`config.mk`:
```
export PLATFORM = sky130hd
export DESIGN_NAME = three_channel_interval_timer
export DESIGN_NICKNAME = d
export VERILOG_FILES = /design/src/rtl/tct_pkg.sv /design/src/rtl/three_channel_interval_timer.sv /design/src/rtl/tct_channel.sv
export SDC_FILE = /design/constraint.sdc
export NUM_CORES = 1
export LEC_CHECK = 0
export BUFFER_PORTS_ARGS = -buffer_cell sky130_fd_sc_hd__buf_2
export CORE_ASPECT_RATIO = 0.75
export CORE_MARGIN = 4
export CORE_UTILIZATION = 50
export DETAILED_ROUTE_END_ITERATION = 10
export MAX_ROUTING_LAYER = met4
export PLACE_DENSITY = 0.7
export SLEW_MARGIN = 20
export SYNTH_ARGS = -nofsm -noshare
export SYNTH_HDL_FRONTEND = slang
export SYNTH_SLANG_ARGS = --single-unit
```
`constraint.sdc`:
```
create_clock -name clk_i -period 17 [get_ports clk_i]
set_input_delay 4.25 -clock clk_i [delete_from_list [all_inputs] [get_ports clk_i]]
set_output_delay 4.25 -clock clk_i [all_outputs]
set_load 0.01 [all_outputs]
```
`src/rtl/tct_pkg.sv`:
```
package tct_pkg;

  typedef enum logic [1:0] {
    KIND_TICK  = 2'd0,
    KIND_WRITE = 2'd1,
    KIND_READ  = 2'd2,
    KIND_IDLE  = 2'd3
  } tct_kind_e;

  typedef enum logic [1:0] {
    ACC_LATCH = 2'd0,
    ACC_LSB   = 2'd1,
    ACC_MSB   = 2'd2,
    ACC_WORD  = 2'd3
  } tct_access_e;

  localparam logic [1:0] ADDR_CTRL = 2'd3;

  localparam logic [2:0] MODE_INT_TC    = 3'd0;
  localparam logic [2:0] MODE_ONE_SHOT  = 3'd1;
  localparam logic [2:0] MODE_RATE_GEN  = 3'd2;
  localparam logic [2:0] MODE_SQUARE    = 3'd3;
  localparam logic [2:0] MODE_SW_STROBE = 3'd4;
  localparam logic [2:0] MODE_HW_STROBE = 3'd5;

  localparam logic [16:0] FULL_RANGE = 17'h10000;

  // One accepted request as seen by every channel.
  typedef struct packed {
    logic       accept;
    tct_kind_e  kind;
    logic [1:0] addr;
    logic [7:0] data;
  } tct_req_t;

endpackage

```
`src/rtl/three_channel_interval_timer.sv`:
```
// Three-channel interval timer in the style of the classic 8253. Each request is a timer
// tick carrying the three gate levels, a bus write (address 3 is the control word,
// addresses 0 to 2 the counters), a bus read or an idle request, and it produces exactly one
// result: the read byte with its valid flag and the output levels of all channels after the
// request. The channel registers update at the accepting edge and the result lands in the
// output register, so a new request is taken every cycle as long as the result side keeps
// up. The output register is the only buffer, so ready drops only while a result waits and
// the consumer is not ready. Channels beyond NUM_CHANNELS are absent: their output levels
// read low and reads of their addresses return no data.
module three_channel_interval_timer #(
  parameter int unsigned NUM_CHANNELS = 3
) (
  input  logic       clk_i,
  input  logic       rst_ni,
  input  logic       in_valid_i,
  output logic       in_ready_o,
  input  logic [1:0] mode_i,
  input  logic [1:0] addr_i,
  input  logic [7:0] write_data_i,
  input  logic       gate_zero_i,
  input  logic       gate_one_i,
  input  logic       gate_two_i,
  output logic       out_valid_o,
  input  logic       out_ready_i,
  output logic [7:0] read_data_o,
  output logic       read_valid_o,
  output logic       out_zero_o,
  output logic       out_one_o,
  output logic       out_two_o
);
  import tct_pkg::*;

  localparam logic [2:0] NumCh = 3'(NUM_CHANNELS);

  tct_req_t   req;
  logic [2:0] gate;
  logic [7:0] rd_byte [4];
  logic [2:0] lvl_d;
  logic       rd_valid_d;
  logic [7:0] rd_data_d;

  logic       out_valid_q;
  logic [7:0] read_data_q;
  logic       read_valid_q;
  logic [2:0] lvl_q;

  assign in_ready_o = !out_valid_q || out_ready_i;
  assign req.accept = in_valid_i && in_ready_o;
  assign req.kind   = tct_kind_e'(mode_i);
  assign req.addr   = addr_i;
  assign req.data   = write_data_i;
  assign gate       = {gate_two_i, gate_one_i, gate_zero_i};
  assign rd_byte[3] = 8'd0;

  for (genvar c = 0; c < 3; c++) begin : g_ch
    if (c < NUM_CHANNELS) begin : g_on
      tct_channel #(.CH(c)) u_ch (
        .clk_i     (clk_i),
        .rst_ni    (rst_ni),
        .req_i     (req),
        .gate_i    (gate[c]),
        .rd_byte_o (rd_byte[c]),
        .level_d_o (lvl_d[c])
      );
    end else begin : g_off
      assign rd_byte[c] = 8'd0;
      assign lvl_d[c]   = 1'b0;
    end
  end

  assign rd_valid_d = (req.kind == KIND_READ) && ({1'b0, addr_i} < NumCh);
  assign rd_data_d  = rd_valid_d ? rd_byte[addr_i] : 8'd0;

  always_ff @(posedge clk_i or negedge rst_ni) begin
    if (!rst_ni) begin
      out_valid_q <= 1'b0;
    end else if (in_ready_o) begin
      out_valid_q <= in_valid_i;
    end
  end

  always_ff @(posedge clk_i) begin
    if (req.accept) begin
      read_data_q  <= rd_data_d;
      read_valid_q <= rd_valid_d;
      lvl_q        <= lvl_d;
    end
  end

  assign out_valid_o  = out_valid_q;
  assign read_data_o  = read_data_q;
  assign read_valid_o = read_valid_q;
  assign out_zero_o   = lvl_q[0];
  assign out_one_o    = lvl_q[1];
  assign out_two_o    = lvl_q[2];

endmodule

```
`src/rtl/tct_channel.sv`:
```
module tct_channel #(
  parameter int unsigned CH = 0
) (
  input  logic              clk_i,
  input  logic              rst_ni,
  input  tct_pkg::tct_req_t req_i,
  input  logic              gate_i,
  output logic [7:0]        rd_byte_o,
  output logic              level_d_o
);
  import tct_pkg::*;

  localparam logic [1:0] ChId = CH[1:0];

  logic [16:0] cnt_q, cnt_d;
  logic [16:0] reload_q, reload_d;
  logic [15:0] latch_q, latch_d;
  logic        held_q, held_d;
  logic [2:0]  mode_q, mode_d;
  logic        bcd_q, bcd_d;
  tct_access_e acc_q, acc_d;
  logic        prog_q, prog_d;
  logic        counting_q, counting_d;
  logic        loaded_q, loaded_d;
  logic        xfer_q, xfer_d;
  logic        lbp_q, lbp_d;
  logic [7:0]  lbs_q, lbs_d;
  logic        hbn_q, hbn_d;
  logic        lvl_q, lvl_d;

  logic        sel_cnt, sel_cw;
  logic [16:0] cur;
  logic [15:0] dec;
  logic [15:0] rd_src;
  logic        load_en;
  logic [15:0] load_raw;
  logic [2:0]  cw_mode;

  // Binary or four-digit BCD decrement; digits above nine get no correction.
  function automatic logic [15:0] count_down(input logic [15:0] v, input logic bcd);
    logic [15:0] res;
    logic        borrow;
    logic [3:0]  nib;
    res    = '0;
    borrow = 1'b1;
    if (!bcd) begin
      res = v - 16'd1;
    end else begin
      for (int i = 0; i < 4; i++) begin
        nib = v[i*4 +: 4];
        if (borrow && (nib == 4'd0)) begin
          res[i*4 +: 4] = 4'd9;
          borrow        = 1'b1;
        end else begin
          res[i*4 +: 4] = nib - {3'd0, borrow};
          borrow        = 1'b0;
        end
      end
    end
    return res;
  endfunction

  assign sel_cnt = (req_i.addr == ChId);
  assign sel_cw  = (req_i.addr == ADDR_CTRL) && (req_i.data[7:6] == ChId);
  assign cur     = xfer_q ? reload_q : cnt_q;
  assign dec     = count_down(cur[15:0], bcd_q);
  assign rd_src  = held_q ? latch_q : cnt_q[15:0];
  assign cw_mode = (req_i.data[3] & req_i.data[2]) ? {1'b0, req_i.data[2:1]} : req_i.data[3:1];

  always_comb begin
    unique case (acc_q)
      ACC_LSB:  rd_byte_o = rd_src[7:0];
      ACC_MSB:  rd_byte_o = rd_src[15:8];
      ACC_WORD: rd_byte_o = hbn_q ? rd_src[15:8] : rd_src[7:0];
      default:  rd_byte_o = 8'd0;
    endcase
  end

  always_comb begin
    cnt_d      = cnt_q;
    reload_d   = reload_q;
    latch_d    = latch_q;
    held_d     = held_q;
    mode_d     = mode_q;
    bcd_d      = bcd_q;
    acc_d      = acc_q;
    prog_d     = prog_q;
    counting_d = counting_q;
    loaded_d   = loaded_q;
    xfer_d     = xfer_q;
    lbp_d      = lbp_q;
    lbs_d      = lbs_q;
    hbn_d      = hbn_q;
    lvl_d      = lvl_q;
    load_en    = 1'b0;
    load_raw   = '0;

    if (req_i.accept) begin
      unique case (req_i.kind)
        KIND_TICK: begin
          if (prog_q && loaded_q) begin
            cnt_d  = cur;
            xfer_d = 1'b0;
            if (counting_q) begin
              case (mode_q)
                MODE_INT_TC: begin
                  if (gate_i) begin
                    cnt_d = {1'b0, dec};
                    if (dec == 16'd0) lvl_d = 1'b1;
                  end
                end
                MODE_ONE_SHOT: begin
                  cnt_d = {1'b0, dec};
                  if (dec == 16'd0) begin
                    lvl_d      = 1'b1;
                    counting_d = 1'b0;
                  end
                end
                MODE_RATE_GEN: begin
                  if (!gate_i) begin
                    lvl_d = 1'b1;
                  end else begin
                    cnt_d = {1'b0, dec};
                    if (dec == 16'd1) begin
                      lvl_d = 1'b0;
                    end else if (dec == 16'd0) begin
                      lvl_d = 1'b1;
                      cnt_d = reload_q;
                    end
                  end
                end
                MODE_SQUARE: begin
                  // Binary step of two whatever the BCD flag says.
                  if (!gate_i) begin
                    lvl_d = 1'b1;
                  end else if (cur <= 17'd2) begin
                    lvl_d = ~lvl_q;
                    cnt_d = reload_q;
                  end else begin
                    cnt_d = cur - 17'd2;
                  end
                end
                MODE_SW_STROBE, MODE_HW_STROBE: begin
                  if ((mode_q == MODE_HW_STROBE) || gate_i) begin
                    cnt_d = {1'b0, dec};
                    if (dec == 16'd0) begin
                      lvl_d = 1'b0;
                    end else if (!lvl_q) begin
                      lvl_d      = 1'b1;
                      counting_d = 1'b0;
                    end
                  end
                end
                default: ;
              endcase
            end
          end
        end
        KIND_WRITE: begin
          if (sel_cw) begin
            if (tct_access_e'(req_i.data[5:4]) == ACC_LATCH) begin
              if (!held_q) begin
                latch_d = cnt_q[15:0];
                held_d  = 1'b1;
                hbn_d   = 1'b0;
              end
            end else begin
              mode_d     = cw_mode;
              bcd_d      = req_i.data[0];
              acc_d      = tct_access_e'(req_i.data[5:4]);
              prog_d     = 1'b1;
              counting_d = 1'b0;
              loaded_d   = 1'b0;
              xfer_d     = 1'b1;
              lbp_d      = 1'b0;
              hbn_d      = 1'b0;
              held_d     = 1'b0;
              lvl_d      = (cw_mode != MODE_INT_TC);
            end
          end else if (sel_cnt && prog_q) begin
            unique case (acc_q)
              ACC_LSB: begin
                load_en  = 1'b1;
                load_raw = {8'd0, req_i.data};
              end
              ACC_MSB: begin
                load_en  = 1'b1;
                load_raw = {req_i.data, 8'd0};
              end
              ACC_WORD: begin
                if (!lbp_q) begin
                  lbs_d = req_i.data;
                  lbp_d = 1'b1;
                end else begin
                  lbp_d    = 1'b0;
                  load_en  = 1'b1;
                  load_raw = {req_i.data, lbs_q};
                end
              end
              default: ;
            endcase
          end
        end
        KIND_READ: begin
          if (sel_cnt) begin
            unique case (acc_q)
              ACC_LSB, ACC_MSB: held_d = 1'b0;
              ACC_WORD: begin
                hbn_d = ~hbn_q;
                if (hbn_q) held_d = 1'b0;
              end
              default: ;
            endcase
          end
        end
        default: ;
      endcase
    end

    // A loaded value of zero stands for the full count range.
    if (load_en) begin
      reload_d   = (load_raw == 16'd0) ? FULL_RANGE : {1'b0, load_raw};
      loaded_d   = 1'b1;
      xfer_d     = 1'b1;
      counting_d = 1'b1;
    end
  end

  assign level_d_o = lvl_d;

  always_ff @(posedge clk_i or negedge rst_ni) begin
    if (!rst_ni) begin
      cnt_q      <= '0;
      reload_q   <= '0;
      latch_q    <= '0;
      held_q     <= 1'b0;
      mode_q     <= MODE_INT_TC;
      bcd_q      <= 1'b0;
      acc_q      <= ACC_LATCH;
      prog_q     <= 1'b0;
      counting_q <= 1'b0;
      loaded_q   <= 1'b0;
      xfer_q     <= 1'b0;
      lbp_q      <= 1'b0;
      lbs_q      <= '0;
      hbn_q      <= 1'b0;
      lvl_q      <= 1'b0;
    end else begin
      cnt_q      <= cnt_d;
      reload_q   <= reload_d;
      latch_q    <= latch_d;
      held_q     <= held_d;
      mode_q     <= mode_d;
      bcd_q      <= bcd_d;
      acc_q      <= acc_d;
      prog_q     <= prog_d;
      counting_q <= counting_d;
      loaded_q   <= loaded_d;
      xfer_q     <= xfer_d;
      lbp_q      <= lbp_d;
      lbs_q      <= lbs_d;
      hbn_q      <= hbn_d;
      lvl_q      <= lvl_d;
    end
  end

endmodule

```
==> key figures <==
Run status
  • Outcome: completed

Synthesis
  • Syn_nets: 2285
  • Post-synth top flop: dfrtp_1
  • Top cells by area, synth: dfrtp_1 (30%), mux2_2 (6.6%), a21oi_1 (5.5%)
  • Post-synthesis instance area: ~18000 um^2
  • Ys Warns: 0
  • Mean Syn Cell Area: approximately 8.3 um^2
  • Register bit total from synthesis: around 230
  • Largest area contributor in the netlist: dfrtp_1
  • Synth cell types: 82
  • Post-synth top area share: between 20% and 30%
  • Async S/R FF share, synth: about 95%
  • Register area share after synthesis: about a third
  • Post-synth EDFFs: 12
  • Synth Instances: ~2200

Die
  • Top Ports: 33
  • Die X: 229 um
  • Area of the die: ~40000 um^2
  • Core footprint: roughly 36000 um^2
  • Starting Density: between 50% and 60%
  • Row count: 60
  • Die H: roughly 170 um

Global route
  • Met3 Track Usage GR: between 10% and 20%
  • GR Util met1: 51.8%
  • Most used routing layer: met1
  • Global-route wire length before repair: 108000 um
  • GRT Util Overall: about a third
  • Number of global-route vias before repair: between 15000 and 20000
  • Global route total overflow: 0
  • Initial antenna violation count: 2
  • Met2 usage in global routing: 45.1%
  • Largest net degree at the start of global routing: 101

Worst setup path
  • Critical path's top delay family: buffers and inverters
  • Worst r2r src: g_ch[2].g_on.u_ch.xfer_q
  • WP data arrival: about 4.7 ns
  • Most Frequent Cell on Critical Path: buf_2
  • Critical path class: in -> out
  • CP endpoint kind: primary output
  • R2R Path End: g_ch[2].g_on.u_ch.cnt_q[11]
  • CP required: approximately 13 ns
  • CP max stage cell: nand2b_1
  • Top fanout value on the critical path: 3
  • CP cell instances: buf_2 > nand2b_1 > buf_2
  • Buffers plus inverters on the worst setup path: 2
  • Flop-to-flop setup slack: between 10 and 15 ns
  • Critical path's largest stage delay: about 0.16 ns
  • Setup crit start kind: primary input
  • Cells on worst reg2reg path: 18

Worst hold path
  • Hold_sp: g_ch[2].g_on.u_ch.latch_q[9]
  • End of the worst hold path: g_ch[2].g_on.u_ch.latch_q[9]
  • HP Class: reg -> reg
  • Hold Path Depth: 2

Clocking
  • Root Buffer: clkbuf_16
  • Num CTS Buffers: 25
  • Post CTS Setup Buffer Count: 0
  • Clock tree buffer depth: 3
  • Post_cts resized: 0
  • Skew-Pair Late Insertion Delay: around 0.56 ns
  • CTS tree: yes
  • CTS Hold Bufs: 0
  • CTS sink count: 229
  • CTS H-Tree Depth: 1
  • Clock transition at path regs: roughly 0.060 ns

Timing
  • Final min period: around 8.9 ns
  • Final period util: between 50% and 60%
  • Achievable frequency: about 0.11 GHz
  • Setup violations, final: 0
  • Tightest Pin Transition: between 1 and 1.5 ns
  • RSZ-0062 raised after global routing: false
  • Fin Setup TNS: 0 ns
  • Clock skew: between 0.02 and 0.03 ns
  • Slew HR: between 10% and 20%
  • WHS: 0.504 ns
  • Final Hold Fails: 0
  • Slew Limit Fails: 0

Power and ir drop
  • Cell Pwr Density: approximately 130 nW/um^2
  • Worst VDD drop: 0.0814 mV
  • Pleak: between 0.008 and 0.009 uW

Routing
  • DRT Pass-1 Iters: 8
  • WL/cell: ~26 um
  • Number of nets with antenna violations after routing: 0
  • Residual DRC: 0
  • DRT iter0 DRCs: 2895
  • DR vias/cell: between 7 and 8
  • Final wirelength: 70600 um
  • Via count: 18976

Finish
  • NumNets Final: approximately 2300
  • Area Growth Syn to Fin: 7.73%
  • Highest-count cells in the layout ignoring fill and taps: nand2_1 (219), dfrtp_1 (217), a21oi_1 (202)
  • Filler cell count in the final layout: approximately 3300
  • Commonest non-fill, non-tap cell in the layout: nand2_1
  • Share of cells above drive strength 1: about 13%
  • Layout Cell Area excl Fill: about 20000 um^2

Flow run
  • Max-cap viol count: 0

Place
  • Post-DP HPWL: approximately 50000 um
  • I/O Buffers: 32
  • RePlAce Congestion: between 1 and 1.5
  • Area after DPL: between 15000 and 20000 um^2
-- worst max-delay path by stage --
stage | cells past startpoint | startpoint | slack [ns] | endpoint
floorplan | 1 | out_ready_i | 8.32 | in_ready_o
global placement | 3 | out_ready_i | 8.09 | in_ready_o
detailed placement | 3 | out_ready_i | 8.10 | in_ready_o
CTS | 3 | out_ready_i | 8.10 | in_ready_o
global route | 3 | out_ready_i | 8.07 | in_ready_o
finish | 3 | out_ready_i | 8.10 | in_ready_o
-- layout make-up --
| cell class | instances | area, um^2 | area share, % |
|---|---|---|---|
| tap | 465 | 582 | 2.94 |
| inverter | 56 | 210 | 1.06 |
| clock buffer | 37 | 741 | 3.74 |
| sequential | 229 | 5790 | 29.3 |
| timing repair buffer | 76 | 500 | 2.53 |
| multi-input combinational | 1800 | 11900 | 60.0 |
| clock inverter | 8 | 88.8 | 0.449 |
| antenna | 2 | 5.00 | 0.0253 |
-- power by group --
group | internal (uW) | leakage (uW) | switching (uW)
clock | 319 | 0.000406 | 247
combinational | 489 | 0.00476 | 848
sequential | 609 | 0.00299 | 133
total | 1420 | 0.00816 | 1230
-- per-stage QoR --
| stage | instances | total power [uW] | utilization (%) | setup slack (ns) |
|---|---|---|---|---|
| final | 2673 | 2650 | 54.9 | 8.10 |
| after global routing | 2673 | 2780 | 54.9 | 8.07 |
| after CTS | 2671 | 2590 | 54.8 | 8.10 |
| after detailed placement | 2626 | 2020 | 52.5 | 8.10 |
| after global placement | 2626 | 2010 | 52.5 | 8.09 |
| after floorplan | 2221 | 1620 | - | 8.32 |
-- metal layers --
layer  vias up  share of wire (%)
met5         -                  0
met4         0                3.1
met3       182                 14
met2      1292                 38
met1      9176                 44
li1       8326                  -
-- synth_stat cells, types with 45 or more instances --
| cell type | instances |
|---|---|
| nor3_1 | 63 |
| mux2i_1 | 101 |
| inv_1 | 52 |
| o22ai_1 | 53 |
| o21ai_0 | 184 |
| a21oi_1 | 202 |
| ha_1 | 45 |
| nor2_1 | 172 |
| dfrtp_1 | 217 |
| xnor2_1 | 46 |
| nand2_1 | 219 |
| clkbuf_1 | 113 |
| mux2_2 | 108 |
-- cell families after synthesis --
| family | Yosys count | share of synthesized area [%] |
|---|---|---|
| compound gates | 752 | 26.1 |
| simple gates | 727 | 19.9 |
| flops | 229 | 31.5 |
| mux | 209 | 12.1 |
| buf+inv | 192 | 4.07 |
| xor+xnor | 67 | 3.20 |
| fa+ha+maj | 45 | 3.07 |
-- tightest hold or removal path: cells and delay by family (launching register included) --
family | cells | cell delay, ns
AO/OA/AOI/OAI | 1 | 0.07
AND/OR/NAND/NOR | 1 | 0.05
flip-flops | 1 | 0.35
-- registers in the layout, indices dropped and copies added (netlist names) --
signal	flops
read_data_o	8
read_valid_o	1
g_ch.g_on.u_ch.prog_q	3
g_ch.g_on.u_ch.reload_q	51
g_ch.g_on.u_ch.latch_q	48
g_ch.g_on.u_ch.mode_q	9
g_ch.g_on.u_ch.cnt_q	51
g_ch.g_on.u_ch.acc_q	6
out_valid_o	1
g_ch.g_on.u_ch.xfer_q	3
g_ch.g_on.u_ch.bcd_q	3
g_ch.g_on.u_ch.counting_q	3
g_ch.g_on.u_ch.lbp_q	3
lvl_q	3
g_ch.g_on.u_ch.lbs_q	24
g_ch.g_on.u_ch.hbn_q	3
g_ch.g_on.u_ch.loaded_q	3
g_ch.g_on.u_ch.held_q	3
g_ch.g_on.u_ch.lvl_q	3
Power figures use the tool's default switching activity.
